==> src/rtl/cdbs_pkg.sv <==
// Shared types, constants and lookup functions for the text-display byte stream.
package cdbs_pkg;

  localparam int GlyphColumns   = 6;
  localparam int PanelWidth     = 128;
  localparam int OledCols       = PanelWidth / GlyphColumns;
  localparam int QueueDepthDflt = 2;

  localparam int CfgIdxW  = 2;
  localparam int CfgDataW = 8;

  typedef enum logic [CfgIdxW-1:0] {
    CFG_DISPLAY_KIND = 2'd0,
    CFG_BACKLIGHT    = 2'd1
  } cfg_idx_e;

  typedef enum logic [1:0] {
    KIND_LCD_16X2 = 2'd0,
    KIND_LCD_20X4 = 2'd1,
    KIND_OLED     = 2'd2,
    KIND_OLED_ALT = 2'd3
  } kind_e;

  typedef enum logic {
    OP_WRITE_CHAR = 1'b0,
    OP_SET_CURSOR = 1'b1
  } op_e;

  localparam logic [7:0] LcdCmdSetAddr = 8'h80;
  localparam logic [7:0] LcdEnable     = 8'h04;
  localparam logic [7:0] LcdBacklight  = 8'h08;
  localparam logic [7:0] LcdRegSel     = 8'h01;
  localparam logic [7:0] OledCtlCmd    = 8'h00;
  localparam logic [7:0] OledCtlData   = 8'h40;
  localparam logic [7:0] OledPageBase  = 8'hB0;
  localparam logic [3:0] OledColHiCmd  = 4'h1;
  localparam logic [5:0] HoldEnHigh    = 6'd1;
  localparam logic [5:0] HoldEnLow     = 6'd50;
  localparam logic [5:0] HoldNone      = 6'd0;

  typedef struct packed {
    logic       op;
    logic [7:0] char_code;
    logic [3:0] row;
    logic [4:0] col;
  } in_t;

  typedef struct packed {
    logic [7:0] bus_byte;
    logic       end_of_transfer;
    logic [5:0] hold_us;
    logic       last;
  } out_t;

  typedef enum logic [1:0] {
    JOB_LCD      = 2'd0,  // two nibbles, four expander bytes
    JOB_OLED_CUR = 2'd1,  // three command transactions
    JOB_OLED_CHR = 2'd2   // control byte, five glyph columns, blank column
  } job_kind_e;

  typedef struct packed {
    job_kind_e  kind;
    logic [7:0] byte_a;  // LCD byte, OLED page command or character
    logic [7:0] byte_b;  // OLED pixel column
    logic       rs;
    logic       bl;
  } job_t;

  function automatic logic [7:0] lcd_row_offset(logic is_20x4, logic [1:0] row);
    logic [7:0] off;
    case (row)
      2'd0:    off = 8'h00;
      2'd1:    off = 8'h40;
      2'd2:    off = is_20x4 ? 8'h14 : 8'h10;
      2'd3:    off = is_20x4 ? 8'h54 : 8'h50;
      default: off = 8'h00;
    endcase
    return off;
  endfunction

  // 5x7 font, columns left to right packed high to low
  function automatic logic [39:0] glyph(logic [7:0] ch);
    logic [39:0] g;
    case (ch)
      8'h30:   g = 40'h3E_51_49_45_3E;
      8'h31:   g = 40'h00_42_7F_40_00;
      8'h32:   g = 40'h42_61_51_49_46;
      8'h33:   g = 40'h21_41_45_4B_31;
      8'h34:   g = 40'h18_14_12_7F_10;
      8'h35:   g = 40'h27_45_45_45_39;
      8'h36:   g = 40'h3C_4A_49_49_30;
      8'h37:   g = 40'h01_71_09_05_03;
      8'h38:   g = 40'h36_49_49_49_36;
      8'h39:   g = 40'h06_49_49_29_1E;
      8'h41:   g = 40'h7E_09_09_09_7E;
      8'h44:   g = 40'h7F_41_41_22_1C;
      8'h45:   g = 40'h7F_49_49_49_41;
      8'h46:   g = 40'h7F_09_09_09_01;
      8'h4C:   g = 40'h7F_40_40_40_40;
      8'h4D:   g = 40'h7F_02_04_02_7F;
      8'h4E:   g = 40'h7F_04_08_10_7F;
      8'h4F:   g = 40'h3E_41_41_41_3E;
      8'h50:   g = 40'h7F_09_09_09_06;
      8'h51:   g = 40'h3E_41_51_21_5E;
      8'h52:   g = 40'h7F_09_19_29_46;
      8'h53:   g = 40'h46_49_49_49_31;
      8'h54:   g = 40'h01_01_7F_01_01;
      8'h58:   g = 40'h63_14_08_14_63;
      8'h3A:   g = 40'h00_36_36_00_00;
      8'h2E:   g = 40'h00_60_60_00_00;
      8'h2D:   g = 40'h08_08_08_08_08;
      8'h2F:   g = 40'h20_10_08_04_02;
      8'h3D:   g = 40'h14_14_14_14_14;
      8'h20:   g = 40'h00_00_00_00_00;
      default: g = 40'h00_00_5F_00_00;
    endcase
    return g;
  endfunction

  function automatic logic [7:0] glyph_col(logic [7:0] ch, logic [2:0] idx);
    logic [39:0] g;
    logic [7:0]  c;
    g = glyph(ch);
    case (idx)
      3'd0:    c = g[39:32];
      3'd1:    c = g[31:24];
      3'd2:    c = g[23:16];
      3'd3:    c = g[15:8];
      3'd4:    c = g[7:0];
      default: c = 8'h00;
    endcase
    return c;
  endfunction

  // One bus byte of a job, idx counts bytes from zero
  function automatic out_t job_byte(job_t job, logic [2:0] idx);
    out_t       o;
    logic [7:0] d;
    o = '0;
    d = '0;
    case (job.kind)
      JOB_LCD: begin
        d = idx[1] ? {job.byte_a[3:0], 4'h0} : {job.byte_a[7:4], 4'h0};
        if (job.rs) d = d | LcdRegSel;
        if (job.bl) d = d | LcdBacklight;
        o.end_of_transfer = 1'b1;
        if (!idx[0]) begin
          o.bus_byte = d | LcdEnable;
          o.hold_us  = HoldEnHigh;
        end else begin
          o.bus_byte = d & ~LcdEnable;
          o.hold_us  = HoldEnLow;
        end
        o.last = (idx == 3'd3);
      end
      JOB_OLED_CUR: begin
        o.hold_us = HoldNone;
        if (!idx[0]) begin
          o.bus_byte        = OledCtlCmd;
          o.end_of_transfer = 1'b0;
        end else begin
          o.end_of_transfer = 1'b1;
          case (idx[2:1])
            2'd0:    o.bus_byte = job.byte_a;
            2'd1:    o.bus_byte = {4'h0, job.byte_b[3:0]};
            default: o.bus_byte = {OledColHiCmd, job.byte_b[7:4]};
          endcase
        end
        o.last = (idx == 3'd5);
      end
      JOB_OLED_CHR: begin
        o.hold_us = HoldNone;
        if (idx == 3'd0) begin
          o.bus_byte = OledCtlData;
        end else if (idx == 3'd6) begin
          o.bus_byte        = 8'h00;
          o.end_of_transfer = 1'b1;
          o.last            = 1'b1;
        end else begin
          o.bus_byte = glyph_col(job.byte_a, idx - 3'd1);
        end
      end
      default: begin
        o.last = 1'b1;
      end
    endcase
    return o;
  endfunction

endpackage

==> src/rtl/cdbs_front.sv <==
// Front end: accepts requests, keeps the cursor and turns each request into a job.
module cdbs_front (
  input  logic           clk_i,
  input  logic           rst_ni,
  input  logic [1:0]     kind_i,
  input  logic           backlight_i,
  input  logic           accept_i,
  input  cdbs_pkg::in_t  req_i,
  output logic           job_valid_o,
  output cdbs_pkg::job_t job_o
);

  logic [2:0] row_q, row_d;
  logic [4:0] col_q, col_d;

  logic       oled;
  logic       is_20x4;
  logic [3:0] row_max;
  logic [4:0] col_lim;
  logic [3:0] row_c;
  logic [4:0] col_c;
  logic [7:0] pix_x;
  logic [7:0] addr;

  assign oled    = kind_i[1];
  assign is_20x4 = (kind_i == cdbs_pkg::KIND_LCD_20X4);
  assign row_max = oled ? 4'd7 : (is_20x4 ? 4'd3 : 4'd1);
  assign col_lim = oled ? 5'(cdbs_pkg::OledCols) : (is_20x4 ? 5'd20 : 5'd16);

  assign row_c = (req_i.row > row_max) ? row_max : req_i.row;
  assign col_c = (req_i.col > col_lim - 5'd1) ? col_lim - 5'd1 : req_i.col;
  assign pix_x = 8'({3'b0, col_c} * cdbs_pkg::GlyphColumns);
  assign addr  = cdbs_pkg::LcdCmdSetAddr
               + cdbs_pkg::lcd_row_offset(is_20x4, row_c[1:0]) + {3'b0, col_c};

  always_comb begin
    row_d       = row_q;
    col_d       = col_q;
    job_valid_o = 1'b0;
    job_o       = '0;
    job_o.bl    = backlight_i;
    if (req_i.op == cdbs_pkg::OP_SET_CURSOR) begin
      job_valid_o = accept_i;
      if (accept_i) begin
        row_d = row_c[2:0];
        col_d = col_c;
      end
      if (oled) begin
        job_o.kind   = cdbs_pkg::JOB_OLED_CUR;
        job_o.byte_a = cdbs_pkg::OledPageBase + {4'h0, row_c};
        job_o.byte_b = pix_x;
      end else begin
        job_o.kind   = cdbs_pkg::JOB_LCD;
        job_o.byte_a = addr;
      end
    end else begin
      // a write past the last column is dropped
      if (col_q < col_lim) begin
        job_valid_o = accept_i;
        if (accept_i) col_d = col_q + 5'd1;
      end
      job_o.byte_a = req_i.char_code;
      if (oled) begin
        job_o.kind = cdbs_pkg::JOB_OLED_CHR;
      end else begin
        job_o.kind = cdbs_pkg::JOB_LCD;
        job_o.rs   = 1'b1;
      end
    end
  end

  always_ff @(posedge clk_i or negedge rst_ni) begin
    if (!rst_ni) begin
      row_q <= '0;
      col_q <= '0;
    end else begin
      row_q <= row_d;
      col_q <= col_d;
    end
  end

endmodule

==> config.mk <==
export PLATFORM = sky130hd
export DESIGN_NAME = cdbs_front
export DESIGN_NICKNAME = d
export VERILOG_FILES = /design/src/rtl/cdbs_pkg.sv /design/src/rtl/cdbs_front.sv
export SDC_FILE = /design/constraint.sdc
export NUM_CORES = 1
export LEC_CHECK = 0
export BUFFER_PORTS_ARGS = -buffer_cell sky130_fd_sc_hd__buf_2
export CORE_ASPECT_RATIO = 1.5
export CORE_UTILIZATION = 47
export DETAILED_ROUTE_END_ITERATION = 10
export PLACE_DENSITY = 0.87
export REMOVE_ABC_BUFFERS = 1
export SYNTH_ARGS = -nofsm -noshare
export SYNTH_HDL_FRONTEND = slang
export SYNTH_SLANG_ARGS = --single-unit
==> constraint.sdc <==
create_clock -name clk_i -period 3.5 [get_ports clk_i]
set_input_delay 0.175 -clock clk_i [delete_from_list [all_inputs] [get_ports clk_i]]
set_output_delay 0.175 -clock clk_i [all_outputs]
set_load 0.02 [all_outputs]
==> impl_metrics.py <==
metrics = {
    "timing": {
        "rsz0062_at_grt": "no",
        "layout_min_cycle_time_ps": 3297,
        "finalMaxSlewViolations": 0,
        "fin_crit_sh_pct": 94.19,
        "finalHoldViolations": 0,
        "whs_ps": 266.8,
        "fmax_mhz": 303.3,
        "finalClockSkew_ps": 2.715,
        "finalSetupViolCount": 0,
        "timing.setup.tns_ps": 0,
    },
    "cells_and_area": {
        "drive_gt1_share_pct": 30.94,
        "regMostFlops": "col_q",
        "largest_reg_flops": 5,
        "final_common_cell": "buf_2",
        "syn_to_final_growth_pct": 25.70,
        "fill_cells": 198,
        "nNetsFinal": 222,
        "final_cell_mix": "buf_2 (41), nor2_1 (16), ha_1 (15), inv_1 (14), nand2_1 (9)",
        "fin_area_um2": 1291,
        "fin_util_pct": 62.93,
        "n_antenna_cell": 0,
        "top_regs": "col_q (5)",
    },
    "clocking": {
        "numClockSinks": 5,
        "cts_tree": "built",
        "insertion_delay_ps": 240,
        "cts.path.max_buffers": 2,
        "clk_pin_slew_ps": 40,
        "clockRootBuffer": "clkbuf_4",
        "htreeDepth": 1,
        "numCtsBuffers": 3,
    },
    "yosys": {
        "yosysSeqAreaShare_pct": 12.18,
        "synth_cell_types": 48,
        "postSynthCellCount": 140,
        "syn-cell-area_um2": 1027,
        "async_flop_share_pct": 100.0,
        "ys_warn_count": 0,
        "synth_flop_cell": "dfrtp_1",
        "synth_area_per_cell_um2": 7.337,
        "yosys_register_bits": 5,
        "synth-edff-count": 0,
    },
    "run": {
        "drv_cap": 0,
    },
    "min_path": {
        "holdCritPathClass": "primary input to flip-flop",
        "hp-start": "accept_i",
    },
    "power_and_ir_drop": {
        "pwr-share-seq_pct": 21.5,
        "p_comb_share_pct": 63.5,
        "switchingPower_w": 0.0002106,
        "ir_worst_vdd_mv": 0.1601,
        "power_density_nw_per_um2": 349.2,
        "swShare_pct": 46.71,
        "power.share.clock_pct": 15.1,
        "p_leak_nw": 0.6909,
        "intPower_w": 0.0002403,
    },
    "routing": {
        "drc": 0,
        "first_pass_iters": 4,
        "ant_nets": 0,
        "drt_wl_total_um": 2982,
        "drt_iter0_drc": 53,
        "routedWlPerCell_um": 14.69,
        "via_per_inst": 6.030,
        "vias": 1224,
    },
    "setup_path": {
        "path_class": "primary input to output port",
        "rr_startpoint": "col_q[1]",
        "r2r_cells": 5,
        "critPathCapture": "job_o[8]",
        "worst-path-max-fanout": 8,
        "cp.required_ps": 3320,
        "start_kind": "primary input",
        "cp-end-kind": "output port",
        "ff2ff_setup_slack_ps": 1560,
        "startpoint": "kind_i[1]",
        "r2r-end": "col_q[0]",
        "crit_arrival_ps": 3120,
    },
    "grt": {
        "grt_use_total_pct": 25.65,
        "grt_pass1_vias": 1099,
        "antenna_found_initial": 0,
        "grt_max_degree": 18,
        "grt_pass1_wl_um": 4402,
        "grt_overflow": 0,
    },
    "placed_design": {
        "post-dp-hpwl_um": 2403,
        "portBuffers": 41,
        "dpl_cell_area_um2": 1234,
        "place_congestion": 0.9096,
    },
    "floorplanning": {
        "core_um2": 2052,
        "die_area_um2": 2380,
        "io_pins": 45,
        "die_w_um": 40.17,
        "die_h_um": 59.26,
        "rows": 20,
        "start_util_pct": 50.06,
    },
    "run_status": {
        "status": "finished, final reports clean",
    },
}
## routing by layer
metal / up-vias / share of wire, % / global-route usage [%]
met1: 565 / 36 / 26.05
met5: - / 0 / 0
met3: 14 / 6.3 / 2.256
li1: 583 / - / -
met4: 0 / 3.2 / 13.81
met2: 62 / 55 / 47.47
## timing repair
| item | in CTS | in global routing |
|---|---|---|
| buffers inserted | 0 | 1 |
| resized for setup | 1 | 4 |
| hold endpoints to repair | 5 | 0 |
| endpoints found under the setup margin | 1 | 3 |
| hold buffers | 1 | 0 |
## through the flow
step	power, W	instances	setup WS (ps)
floorplan	0.0002839	131	259.9
CTS	0.0004460	202	46.33
finish	0.0004509	203	203.4
detailed placement	0.0003729	197	-40.42
global placement	0.0003585	197	165.8
global route	0.0004901	203	37.46
## final cells by class
cell class	count	area (um2)	share of cell area, %
multi-input cells	112	814.5	63.08
inverters	14	52.55	4.070
repair buffers	46	245.2	18.99
clock buffers	4	26.28	2.035
flip-flops and latches	5	125.1	9.690
well taps	22	27.53	2.132
## synthesized netlist by cell type (all sizes together), types with 2 or more instances
master / number / area, um2
a21o: 2 / 15.01
a21oi: 8 / 40.04
a22o: 2 / 17.52
a31oi: 3 / 25.02
buf: 7 / 41.28
clkbuf: 2 / 7.510
dfrtp: 5 / 125.1
ha: 15 / 187.7
inv: 14 / 52.55
mux2: 2 / 22.52
mux2i: 5 / 50.05
nand2: 9 / 33.78
nand3: 3 / 15.01
nand4: 2 / 12.51
nor2: 16 / 60.06
nor2b: 3 / 18.77
nor3: 3 / 15.01
o211ai: 2 / 20.02
o21a: 3 / 22.52
o21ai: 8 / 40.03
o22ai: 2 / 12.51
or2: 2 / 12.51
xnor2: 2 / 17.52
xor2: 2 / 17.52
## critical path, stage by stage
cell and delay [ps]:
buf_2 130, or2_2 330, inv_1 130, ha_1 270, a21oi_1 180, o221ai_2 150, o21ai_2 150, buf_4 230
mux2i_1 250, inv_1 120, ha_1 350, a21oi_1 140, o21bai_1 90, xor2_1 150, nor2_1 110, buf_2 170
## worst min-delay path by stage
stage               endpoint  slack [ps]  depth (start not counted)
floorplan           col_q[0]        -120                          0
CTS                 col_q[3]         250                          2
finish              col_q[4]         270                          2
global route        col_q[3]         270                          2
global placement    col_q[1]          -6                          1
detailed placement  col_q[0]           3                          1
## power by group through the flow
stage                     registers, W  clock network, W  logic, W
after detailed placement     0.0000975                 0  0.000275
after global placement       0.0000957                 0  0.000263
after global routing         0.0000993         0.0000764  0.000314
after CTS                    0.0000965         0.0000700  0.000280
final                        0.0000968         0.0000679  0.000286
after floorplan              0.0000912                 0  0.000193
## kinds of logic after synthesis
family                   synth area share, %
AND/OR/NAND/NOR                        21.07
multiplexers                           7.065
flip-flops                             12.18
adder cells (fa/ha/maj)                20.22
buffers and inverters                  9.865
XOR/XNOR                               3.411
AO/OA/AOI/OAI                          25.82
other                                 0.3651
Note: power is estimated with default switching activity, not from simulation.
