--- src/rtl/cdbs_pkg.sv ---
// Shared types, constants and lookup functions for the text-display byte stream.
package cdbs_pkg;

  localparam int GlyphColumns   = 6;
  localparam int PanelWidth     = 128;
  localparam int OledCols       = PanelWidth / GlyphColumns;
  localparam int QueueDepthDflt = 2;

  localparam int CfgIdxW  = 2;
  localparam int CfgDataW = 8;

  typedef enum logic [CfgIdxW-1:0] {
    CFG_DISPLAY_KIND = 2'd0,
    CFG_BACKLIGHT    = 2'd1
  } cfg_idx_e;

  typedef enum logic [1:0] {
    KIND_LCD_16X2 = 2'd0,
    KIND_LCD_20X4 = 2'd1,
    KIND_OLED     = 2'd2,
    KIND_OLED_ALT = 2'd3
  } kind_e;

  typedef enum logic {
    OP_WRITE_CHAR = 1'b0,
    OP_SET_CURSOR = 1'b1
  } op_e;

  localparam logic [7:0] LcdCmdSetAddr = 8'h80;
  localparam logic [7:0] LcdEnable     = 8'h04;
  localparam logic [7:0] LcdBacklight  = 8'h08;
  localparam logic [7:0] LcdRegSel     = 8'h01;
  localparam logic [7:0] OledCtlCmd    = 8'h00;
  localparam logic [7:0] OledCtlData   = 8'h40;
  localparam logic [7:0] OledPageBase  = 8'hB0;
  localparam logic [3:0] OledColHiCmd  = 4'h1;
  localparam logic [5:0] HoldEnHigh    = 6'd1;
  localparam logic [5:0] HoldEnLow     = 6'd50;
  localparam logic [5:0] HoldNone      = 6'd0;

  typedef struct packed {
    logic       op;
    logic [7:0] char_code;
    logic [3:0] row;
    logic [4:0] col;
  } in_t;

  typedef struct packed {
    logic [7:0] bus_byte;
    logic       end_of_transfer;
    logic [5:0] hold_us;
    logic       last;
  } out_t;

  typedef enum logic [1:0] {
    JOB_LCD      = 2'd0,  // two nibbles, four expander bytes
    JOB_OLED_CUR = 2'd1,  // three command transactions
    JOB_OLED_CHR = 2'd2   // control byte, five glyph columns, blank column
  } job_kind_e;

  typedef struct packed {
    job_kind_e  kind;
    logic [7:0] byte_a;  // LCD byte, OLED page command or character
    logic [7:0] byte_b;  // OLED pixel column
    logic       rs;
    logic       bl;
  } job_t;

  function automatic logic [7:0] lcd_row_offset(logic is_20x4, logic [1:0] row);
    logic [7:0] off;
    case (row)
      2'd0:    off = 8'h00;
      2'd1:    off = 8'h40;
      2'd2:    off = is_20x4 ? 8'h14 : 8'h10;
      2'd3:    off = is_20x4 ? 8'h54 : 8'h50;
      default: off = 8'h00;
    endcase
    return off;
  endfunction

  // 5x7 font, columns left to right packed high to low
  function automatic logic [39:0] glyph(logic [7:0] ch);
    logic [39:0] g;
    case (ch)
      8'h30:   g = 40'h3E_51_49_45_3E;
      8'h31:   g = 40'h00_42_7F_40_00;
      8'h32:   g = 40'h42_61_51_49_46;
      8'h33:   g = 40'h21_41_45_4B_31;
      8'h34:   g = 40'h18_14_12_7F_10;
      8'h35:   g = 40'h27_45_45_45_39;
      8'h36:   g = 40'h3C_4A_49_49_30;
      8'h37:   g = 40'h01_71_09_05_03;
      8'h38:   g = 40'h36_49_49_49_36;
      8'h39:   g = 40'h06_49_49_29_1E;
      8'h41:   g = 40'h7E_09_09_09_7E;
      8'h44:   g = 40'h7F_41_41_22_1C;
      8'h45:   g = 40'h7F_49_49_49_41;
      8'h46:   g = 40'h7F_09_09_09_01;
      8'h4C:   g = 40'h7F_40_40_40_40;
      8'h4D:   g = 40'h7F_02_04_02_7F;
      8'h4E:   g = 40'h7F_04_08_10_7F;
      8'h4F:   g = 40'h3E_41_41_41_3E;
      8'h50:   g = 40'h7F_09_09_09_06;
      8'h51:   g = 40'h3E_41_51_21_5E;
      8'h52:   g = 40'h7F_09_19_29_46;
      8'h53:   g = 40'h46_49_49_49_31;
      8'h54:   g = 40'h01_01_7F_01_01;
      8'h58:   g = 40'h63_14_08_14_63;
      8'h3A:   g = 40'h00_36_36_00_00;
      8'h2E:   g = 40'h00_60_60_00_00;
      8'h2D:   g = 40'h08_08_08_08_08;
      8'h2F:   g = 40'h20_10_08_04_02;
      8'h3D:   g = 40'h14_14_14_14_14;
      8'h20:   g = 40'h00_00_00_00_00;
      default: g = 40'h00_00_5F_00_00;
    endcase
    return g;
  endfunction

  function automatic logic [7:0] glyph_col(logic [7:0] ch, logic [2:0] idx);
    logic [39:0] g;
    logic [7:0]  c;
    g = glyph(ch);
    case (idx)
      3'd0:    c = g[39:32];
      3'd1:    c = g[31:24];
      3'd2:    c = g[23:16];
      3'd3:    c = g[15:8];
      3'd4:    c = g[7:0];
      default: c = 8'h00;
    endcase
    return c;
  endfunction

  // One bus byte of a job, idx counts bytes from zero
  function automatic out_t job_byte(job_t job, logic [2:0] idx);
    out_t       o;
    logic [7:0] d;
    o = '0;
    d = '0;
    case (job.kind)
      JOB_LCD: begin
        d = idx[1] ? {job.byte_a[3:0], 4'h0} : {job.byte_a[7:4], 4'h0};
        if (job.rs) d = d | LcdRegSel;
        if (job.bl) d = d | LcdBacklight;
        o.end_of_transfer = 1'b1;
        if (!idx[0]) begin
          o.bus_byte = d | LcdEnable;
          o.hold_us  = HoldEnHigh;
        end else begin
          o.bus_byte = d & ~LcdEnable;
          o.hold_us  = HoldEnLow;
        end
        o.last = (idx == 3'd3);
      end
      JOB_OLED_CUR: begin
        o.hold_us = HoldNone;
        if (!idx[0]) begin
          o.bus_byte        = OledCtlCmd;
          o.end_of_transfer = 1'b0;
        end else begin
          o.end_of_transfer = 1'b1;
          case (idx[2:1])
            2'd0:    o.bus_byte = job.byte_a;
            2'd1:    o.bus_byte = {4'h0, job.byte_b[3:0]};
            default: o.bus_byte = {OledColHiCmd, job.byte_b[7:4]};
          endcase
        end
        o.last = (idx == 3'd5);
      end
      JOB_OLED_CHR: begin
        o.hold_us = HoldNone;
        if (idx == 3'd0) begin
          o.bus_byte = OledCtlData;
        end else if (idx == 3'd6) begin
          o.bus_byte        = 8'h00;
          o.end_of_transfer = 1'b1;
          o.last            = 1'b1;
        end else begin
          o.bus_byte = glyph_col(job.byte_a, idx - 3'd1);
        end
      end
      default: begin
        o.last = 1'b1;
      end
    endcase
    return o;
  endfunction

endpackage

--- src/rtl/cdbs_queue.sv ---
// Short job queue between the front end and the byte sequencer.
module cdbs_queue #(
  parameter int Depth = cdbs_pkg::QueueDepthDflt
) (
  input  logic           clk_i,
  input  logic           rst_ni,
  input  logic           push_i,
  input  cdbs_pkg::job_t push_data_i,
  output logic           full_o,
  input  logic           pop_i,
  output logic           head_valid_o,
  output cdbs_pkg::job_t head_o
);

  localparam int PtrW = (Depth > 1) ? $clog2(Depth) : 1;
  localparam int CntW = $clog2(Depth + 1);

  cdbs_pkg::job_t mem_q [Depth];
  logic [PtrW-1:0] wr_ptr_q, rd_ptr_q;
  logic [CntW-1:0] count_q;

  assign full_o       = (count_q == CntW'(Depth));
  assign head_valid_o = (count_q != '0);
  assign head_o       = mem_q[rd_ptr_q];

  function automatic logic [PtrW-1:0] next_ptr(logic [PtrW-1:0] p);
    return (p == PtrW'(Depth - 1)) ? '0 : p + PtrW'(1);
  endfunction

  always_ff @(posedge clk_i) begin
    if (push_i) mem_q[wr_ptr_q] <= push_data_i;
  end

  always_ff @(posedge clk_i or negedge rst_ni) begin
    if (!rst_ni) begin
      wr_ptr_q <= '0;
      rd_ptr_q <= '0;
      count_q  <= '0;
    end else begin
      if (push_i) wr_ptr_q <= next_ptr(wr_ptr_q);
      if (pop_i)  rd_ptr_q <= next_ptr(rd_ptr_q);
      case ({push_i, pop_i})
        2'b10:   count_q <= count_q + CntW'(1);
        2'b01:   count_q <= count_q - CntW'(1);
        default: count_q <= count_q;
      endcase
    end
  end

endmodule

--- config.mk ---
export PLATFORM = sky130hd
export DESIGN_NAME = cdbs_queue
export DESIGN_NICKNAME = d
export VERILOG_FILES = /design/src/rtl/cdbs_pkg.sv /design/src/rtl/cdbs_queue.sv
export SDC_FILE = /design/constraint.sdc
export NUM_CORES = 1
export LEC_CHECK = 0
export ABC_CLOCK_PERIOD_IN_PS = 1900
export BUFFER_PORTS_ARGS = -buffer_cell sky130_fd_sc_hd__buf_4
export CELL_PAD_IN_SITES_DETAIL_PLACEMENT = 0
export CELL_PAD_IN_SITES_GLOBAL_PLACEMENT = 1
export CORE_ASPECT_RATIO = 1.1
export CORE_MARGIN = 2
export CORE_UTILIZATION = 42
export CTS_CLUSTER_DIAMETER = 100
export DETAILED_ROUTE_END_ITERATION = 10
export PLACE_DENSITY = 0.85
export SYNTH_ARGS = -nofsm -noshare
export SYNTH_HDL_FRONTEND = slang
export SYNTH_SLANG_ARGS = --single-unit
--- constraint.sdc ---
create_clock -name clk_i -period 1.9 [get_ports clk_i]
set_input_delay 0.19 -clock clk_i [delete_from_list [all_inputs] [get_ports clk_i]]
set_output_delay 0.19 -clock clk_i [all_outputs]
set_load 0.005 [all_outputs]
==> impl_metrics.csv, run 1 <==
group,metric,value,unit
run_status,status,"completed",
clock_tree,cts_root_buf,"clkbuf_8",
sta,period_minus_slack,1750,ps
yosys,yosys_warnings,0,
sta,finalHoldViolations,0,
sta,skew,6.41,ps
route,drc_errors,0,
clock_tree,cts_buffer_depth,2,
layout,drive_gt1_frac,0.579,
layout,layout_commonest_cell,"buf_4",
yosys,synth-seq-cells,44,
route,num_vias,846,
route,drt_first_pass_iters,2,
route,ant_nets,0,
critical_path,crit_slowest_cell,"dfrtp_1",
power_and_ir_drop,leakagePower,0.819,nW
yosys,yosysSeqAreaShare,0.794,
floorplanning,die_x,63.5,microns
hold_path,holdPathEnd,"mem_q[0][0]",
critical_path,cp-start-kind,"flop",
yosys,synth_top_area_share,0.733,
critical_path,crit_start,"rd_ptr_q",
power_and_ir_drop,vdd_drop_max,674,uV
global_route,grt_max_degree,21,
layout,finalNetCount,157,
global_route,grt_overflow,0,
sta,slew_headroom,0.784,
critical_path,path_class,"reg -> out",
floorplanning,dieHeight,69.5,microns
route,first_iter_violations,38,
placed_design,place_congestion,0.650,
floorplanning,ios,46,
floorplanning,core_area,0.00368,sq mm
clock_tree,clk_latency,280,ps
critical_path,crit_path_max_fanout,17,
sta,rsz0062_at_grt,"false",
critical_path,cp.arrival,1560,ps
global_route,antenna_found_initial,0,
yosys,syn-cell-area,0.00164,sq mm
critical_path,slowest_delay,450,ps
floorplanning,die-area,0.00442,sq mm
placed_design,hpwl,1840,microns
hold_path,hold_path_class,"in -> reg",
layout,antennaDiodeCount,0,
critical_path,cp_common_cell,"buf_4",
floorplanning,rows,23,
layout,area_delta_synth_final,30.3,%
yosys,ys_types,12,
clock_tree,path_clk_slew,80,ps
critical_path,end_kind,"primary output",
sta,max_freq,0.572,GHz
critical_path,path_cells,"buf_4 > mux2_2 > buf_4",
yosys,synth_area_per_cell,21.0,sq um
critical_path,rr_endpoint,"mem_q[1][12]",
global_route,first_global_vias,943,
route,post_drt_wl_per_cell,14.1,microns
clock_tree,cts.sinks,44,
layout,fillers,302,
clock_tree,cts_tree,"yes",
yosys,synth_top_area_cell,"edfxtp_1",
global_route,track_usage,0.131,
clock_tree,ctsHtreeMaxLevel,2,
layout,final_cell_mix,"48 x buf_4, 40 x edfxtp_1, 20 x mux2_2, 5 x clkbuf_8, 4 x dfrtp_1",
sta,worst_pin_slew,324,ps
route,vias_per_cell,4.62,
yosys,synth_nets,103,
power_and_ir_drop,p_per_area,1310,mW/mm^2
yosys,synthCells,78,
critical_path,r2r-start,"wr_ptr_q",
sta,fin_crit_sh,0.920,
floorplanning,start_util,0.445,
hold_path,hold_depth,1,
critical_path,reg2reg_depth,2,
sta,final_max_slew_viol_count,0,
layout,postLayoutCoreUtil,0.579,
sta,tns,0,ps
critical_path,cp.required,1710,ps
yosys,yosys-top-cells-area,"edfxtp_1 73%, mux2_2 14%, dfrtp_1 6.1%, xor2_1 1.6%, buf_6 1.4%",
global_route,grt_pass1_wl,4380,microns
sta,finalSetupViolCount,0,
job,cap_viol_max_count,0,
placed_design,portBuffers,45,
critical_path,r2r_slack,570,ps
hold_path,worstHoldStart,"push_data_i[0]",
clock_tree,numCtsBuffers,5,
clock_tree,cts-resized-gates,0,
route,drt_wl_total,2590,microns
[area by class of cell]
| class | instances | area [sq um] | area share |
|---|---|---|---|
| Timing Repair Buffer | 49 | 370 | 0.174 |
| Sequential cell | 44 | 1300 | 0.610 |
| Inverter | 1 | 3.75 | 0.00176 |
| Tap cell | 50 | 62.6 | 0.0293 |
| Clock inverter | 2 | 11.3 | 0.00528 |
| Clock buffer | 6 | 72.6 | 0.0340 |
| Multi-Input combinational cell | 31 | 313 | 0.147 |
[what timing repair did]
item | 4_1_cts | 5_1_grt
endpoints found under the hold margin | 4 | 0
setup buffers | 0 | 0
hold buffers | 1 | 0
[state kept, by name, summed over array words and instances, names as in the netlist]
| name | cells |
|---|---|
| wr_ptr_q | 1 |
| count_q | 2 |
| mem_q | 40 |
| rd_ptr_q | 1 |
[worst max-delay path, delay by kind of cell (launching register included)]
| kind | cells | cell delay [ps] |
|---|---|---|
| flip-flops | 1 | 450 |
| buffers and inverters | 2 | 440 |
| multiplexers | 1 | 380 |
[worst max-delay path by stage]
stage / to / cells after the start
finish: head_o[13] / 3
CTS: head_o[13] / 3
floorplan: mem_q[0][0] / 1
global placement: head_o[13] / 3
detailed placement: head_o[13] / 3
global route: head_o[13] / 3
[kinds of logic (layout without fill, tap and decap cells)]
logic type,Yosys count,count (layout),synth area share
DFF,44,44,0.795
adders and majority gates,1,1,0.00764
xor gates and xnor gates,5,5,0.0267
muxes,20,20,0.138
and+or+nand+nor,5,5,0.0176
buffers and inverters,3,58,0.0160
[metal layers]
layer	vias up	GRT usage	routed length, microns
met5	-	0	0
met4	0	0.0652	54
met3	7	0.0406	194
met2	33	0.227	1360
met1	406	0.143	973
li1	400	-	-
[per-stage QoR]
| stage | hold slack, ps | instances | instance area [sq um] | total power (W) | setup WS (ps) |
|---|---|---|---|---|---|
| 2_1_floorplan | -106 | 78 | 1640 | 0.00188 | 240 |
| 3_3_place_gp | -11.6 | 174 | 2040 | 0.00228 | 508 |
| 3_5_place_dp | -10.8 | 174 | 2040 | 0.00231 | 453 |
| 4_1_cts | 78.4 | 183 | 2130 | 0.00285 | 129 |
| 5_1_grt | 64.8 | 183 | 2130 | 0.00297 | 63.5 |
| 6_report | 84.6 | 183 | 2130 | 0.00280 | 152 |
[Yosys cell counts (all sizes together)]
master   n
and2     1
and2b    1
buf      2
dfrtp    4
edfxtp  40
ha       1
inv      1
mux2    20
nor2     2
or2      1
xnor2    2
xor2     3
[report_power, final]
group / switching, W / internal (W)
logic: 0.000359 / 0.000534
registers: 0.0000829 / 0.00129
clock network: 0.000280 / 0.000255
Power figures use the tool's default switching activity.
==> run 2: changes to the inputs <==
Settings changed: ABC_AREA set to 1, CORE_UTILIZATION 42 to 40, SETUP_SLACK_MARGIN set to 0.5, SLEW_MARGIN set to 0.
==> run 2 against run 1 <==
- first-iteration DRC count down 39%
- power up 10%
- largest cell class unchanged
- design area up 6.6%
- register-to-register slack better by 210 ps
- combinational power up 32%
- clock skew down 1.7 ps
- sequential share of layout area down 3.6 points
- wire length up 21%
- via count up 30%
- utilization down 0.99 points
- setup slack better by 300 ps
- final cell count up 30%
==> impl_metrics.csv, run 2 <==
group,metric,value,unit
run_status,status,"completed",
sta,worst_pin_slew,262,ps
layout,finalNetCount,211,
route,drc_errors,0,
layout,fillers,330,
yosys,synthCells,128,
sta,finalSetupViolCount,0,
hold_path,worstHoldStart,"pop_i",
sta,finalHoldViolations,0,
sta,period_minus_slack,1450,ps
route,vias_per_cell,4.62,
critical_path,slowest_delay,530,ps
critical_path,crit_path_max_fanout,11,
clock_tree,cts_tree,"yes",
route,ant_nets,0,
route,drt_first_pass_iters,4,
critical_path,path_depth,4,
layout,largestRegisters,"mem_q (40), count_q (2)",
critical_path,reg2reg_depth,3,
layout,final_cell_mix,"51 x buf_4, 40 x edfxtp_1, 26 x inv_1, 26 x nand2_1",
yosys,synth-seq-cells,44,
yosys,synth_nets,153,
yosys,synth_top_area_cell,"edfxtp_1",
critical_path,crit_start,"rd_ptr_q",
clock_tree,cts_buffer_depth,2,
yosys,ys_types,13,
critical_path,cp.required,1710,ps
critical_path,cp-endpoint,"head_o[13]",
placed_design,portBuffers,45,
sta,slew_headroom,0.825,
sta,fin_crit_sh,0.761,
hold_path,hold_path_class,"in -> reg",
global_route,track_usage,0.146,
yosys,synthTopCellsByCount,"40 x edfxtp_1, 26 x inv_1, 26 x nand2_1",
global_route,grt_overflow,0,
sta,holdWs,81.5,ps
critical_path,rr_endpoint,"mem_q[1][15]",
yosys,synth_enable_flop_cells,40,
floorplanning,die_x,65.8,microns
yosys,ys_async_sr_fraction,0.0909,
power_and_ir_drop,p_per_area,1360,mW/mm^2
sta,final_max_slew_viol_count,0,
critical_path,r2r-start,"wr_ptr_q",
yosys,synth_area_per_cell,13.1,sq um
critical_path,cp.arrival,1260,ps
floorplanning,start_util,0.420,
route,drt_wl_total,3130,microns
route,first_iter_violations,23,
hold_path,hold_depth,2,
sta,rsz0062_at_grt,"true",
layout,multiInputGateArea,295,sq um
critical_path,path_cells,"buf_6 > nand2_1 > o21ai_2 > buf_4",
yosys,synth_top_area_share,0.715,
critical_path,end_kind,"primary output",
floorplanning,rows,24,
clock_tree,numCtsBuffers,5,
sta,skew,4.76,ps
layout,top_register,"mem_q",
floorplanning,die-area,0.00473,sq mm
yosys,yosysSeqAreaShare,0.775,
critical_path,r2r_slack,780,ps
clock_tree,cts_root_buf,"clkbuf_8",
yosys,yosys-top-cells-area,"edfxtp_1 72%, dfrtp_1 6.0%, o21ai_0 6.0%, inv_1 5.8%, nand2_1 5.8%",
global_route,antenna_found_initial,0,
sta,max_freq,0.692,GHz
layout,seqCellArea,0.00131,sq mm
critical_path,critPathTopFamily,"flip-flops",
global_route,first_global_vias,1144,
critical_path,crit_slowest_cell,"dfrtp_4",
global_route,grt_max_degree,21,
floorplanning,dieHeight,72.0,microns
critical_path,cp-start-kind,"flop",
route,post_drt_wl_per_cell,13.1,microns
floorplanning,ios,46,
clock_tree,cts.sinks,44,
clock_tree,ctsHtreeMaxLevel,2,
sta,tns,0,ps
power_and_ir_drop,leakagePower,0.998,nW
yosys,syn-cell-area,0.00168,sq mm
layout,antennaDiodeCount,0,
global_route,grt_pass1_wl,5080,microns
layout,largest_reg_flops,40,
yosys,post-synth-top-count-cell,"edfxtp_1",
layout,drive_gt1_frac,0.382,
placed_design,hpwl,2030,microns
yosys,synth-main-ff-cell,"edfxtp_1",
power_and_ir_drop,vdd_drop_max,845,uV
placed_design,place_congestion,0.676,
critical_path,path_class,"reg -> out",
critical_path,crit_buf_inv,2,
clock_tree,clk_latency,280,ps
route,num_vias,1100,
floorplanning,core_area,0.00399,sq mm
layout,layout_commonest_cell,"buf_4",
clock_tree,path_clk_slew,70,ps
layout,area_delta_synth_final,35.5,%
yosys,yosys_warnings,0,
job,cap_viol_max_count,0,
-- run 2: changes by cell type after synthesis, moves of 20 or more --
cell and delta:
o21ai_0 +20, nand2_1 +26, mux2_2 -20, inv_1 +25
-- run 2: routing by layer --
metal	part of all wire	up-vias	GRT usage	wire (microns)
met4	0.013	0	0.0486	40
met3	0.056	4	0.0496	175
met5	0	-	0	0
met1	0.39	526	0.161	1220
li1	-	537	-	-
met2	0.54	33	0.263	1690
-- run 2: worst min path at each step --
stage               slack [ps]     endpoint
floorplan                 -110   count_q[0]
global placement           -10   count_q[0]
detailed placement          -9     rd_ptr_q
CTS                         70     rd_ptr_q
global route                70  mem_q[0][6]
finish                      80     rd_ptr_q
-- run 2: kinds of logic (layout without fill, tap and decap cells) --
group / count (synthesis) / count (layout) / synth area share
AO/OA/AOI/OAI: 20 / 20 / 0.0596
XOR/XNOR: 3 / 3 / 0.0157
buffers and inverters: 30 / 88 / 0.0730
AND/OR/NAND/NOR: 30 / 30 / 0.0693
adder cells (fa/ha/maj): 1 / 1 / 0.00745
flip-flops: 44 / 44 / 0.775
-- run 2: repair_timing --
item,in CTS,in global routing
hold buffers,1,0
resized for setup,32,7
hold endpoints to repair,4,0
buffers inserted,6,0
pin swaps,1,0
setup endpoints to repair,20,20
-- run 2: metrics by stage --
| stage | setup WS [ps] | instance area (sq um) | cells | utilization | power (W) |
|---|---|---|---|---|---|
| 2_1_floorplan | 553 | 1680 | 128 | - | 0.00183 |
| 3_3_place_gp | 238 | 2080 | 224 | 0.521 | 0.00229 |
| 3_5_place_dp | 178 | 2080 | 224 | 0.521 | 0.00233 |
| 4_1_cts | 436 | 2260 | 238 | 0.565 | 0.00310 |
| 5_1_grt | 383 | 2270 | 238 | 0.570 | 0.00330 |
| 6_report | 455 | 2270 | 238 | 0.570 | 0.00309 |
-- run 2: cell type report --
cell class	instances	area share
Clock inverter	2	0.00330
Multi-Input combinational cell	54	0.130
Inverter	26	0.0429
Sequential cell	44	0.574
Tap cell	52	0.0286
Timing Repair Buffer	55	0.191
Clock buffer	5	0.0303
-- run 2: power by group --
part	internal [W]	leakage [nW]	switching, W
combinational	0.000612	0.538	0.000571
clock	0.000242	0.0391	0.000264
sequential	0.00130	0.422	0.0000967
total	0.00216	0.998	0.000932
-- run 2: worst reg2reg max path: cells and delay by family, from the launching register on --
kind | cells | cell delay, ps
flip-flops | 1 | 400
AND/OR/NAND/NOR | 1 | 70
buffers and inverters | 2 | 330
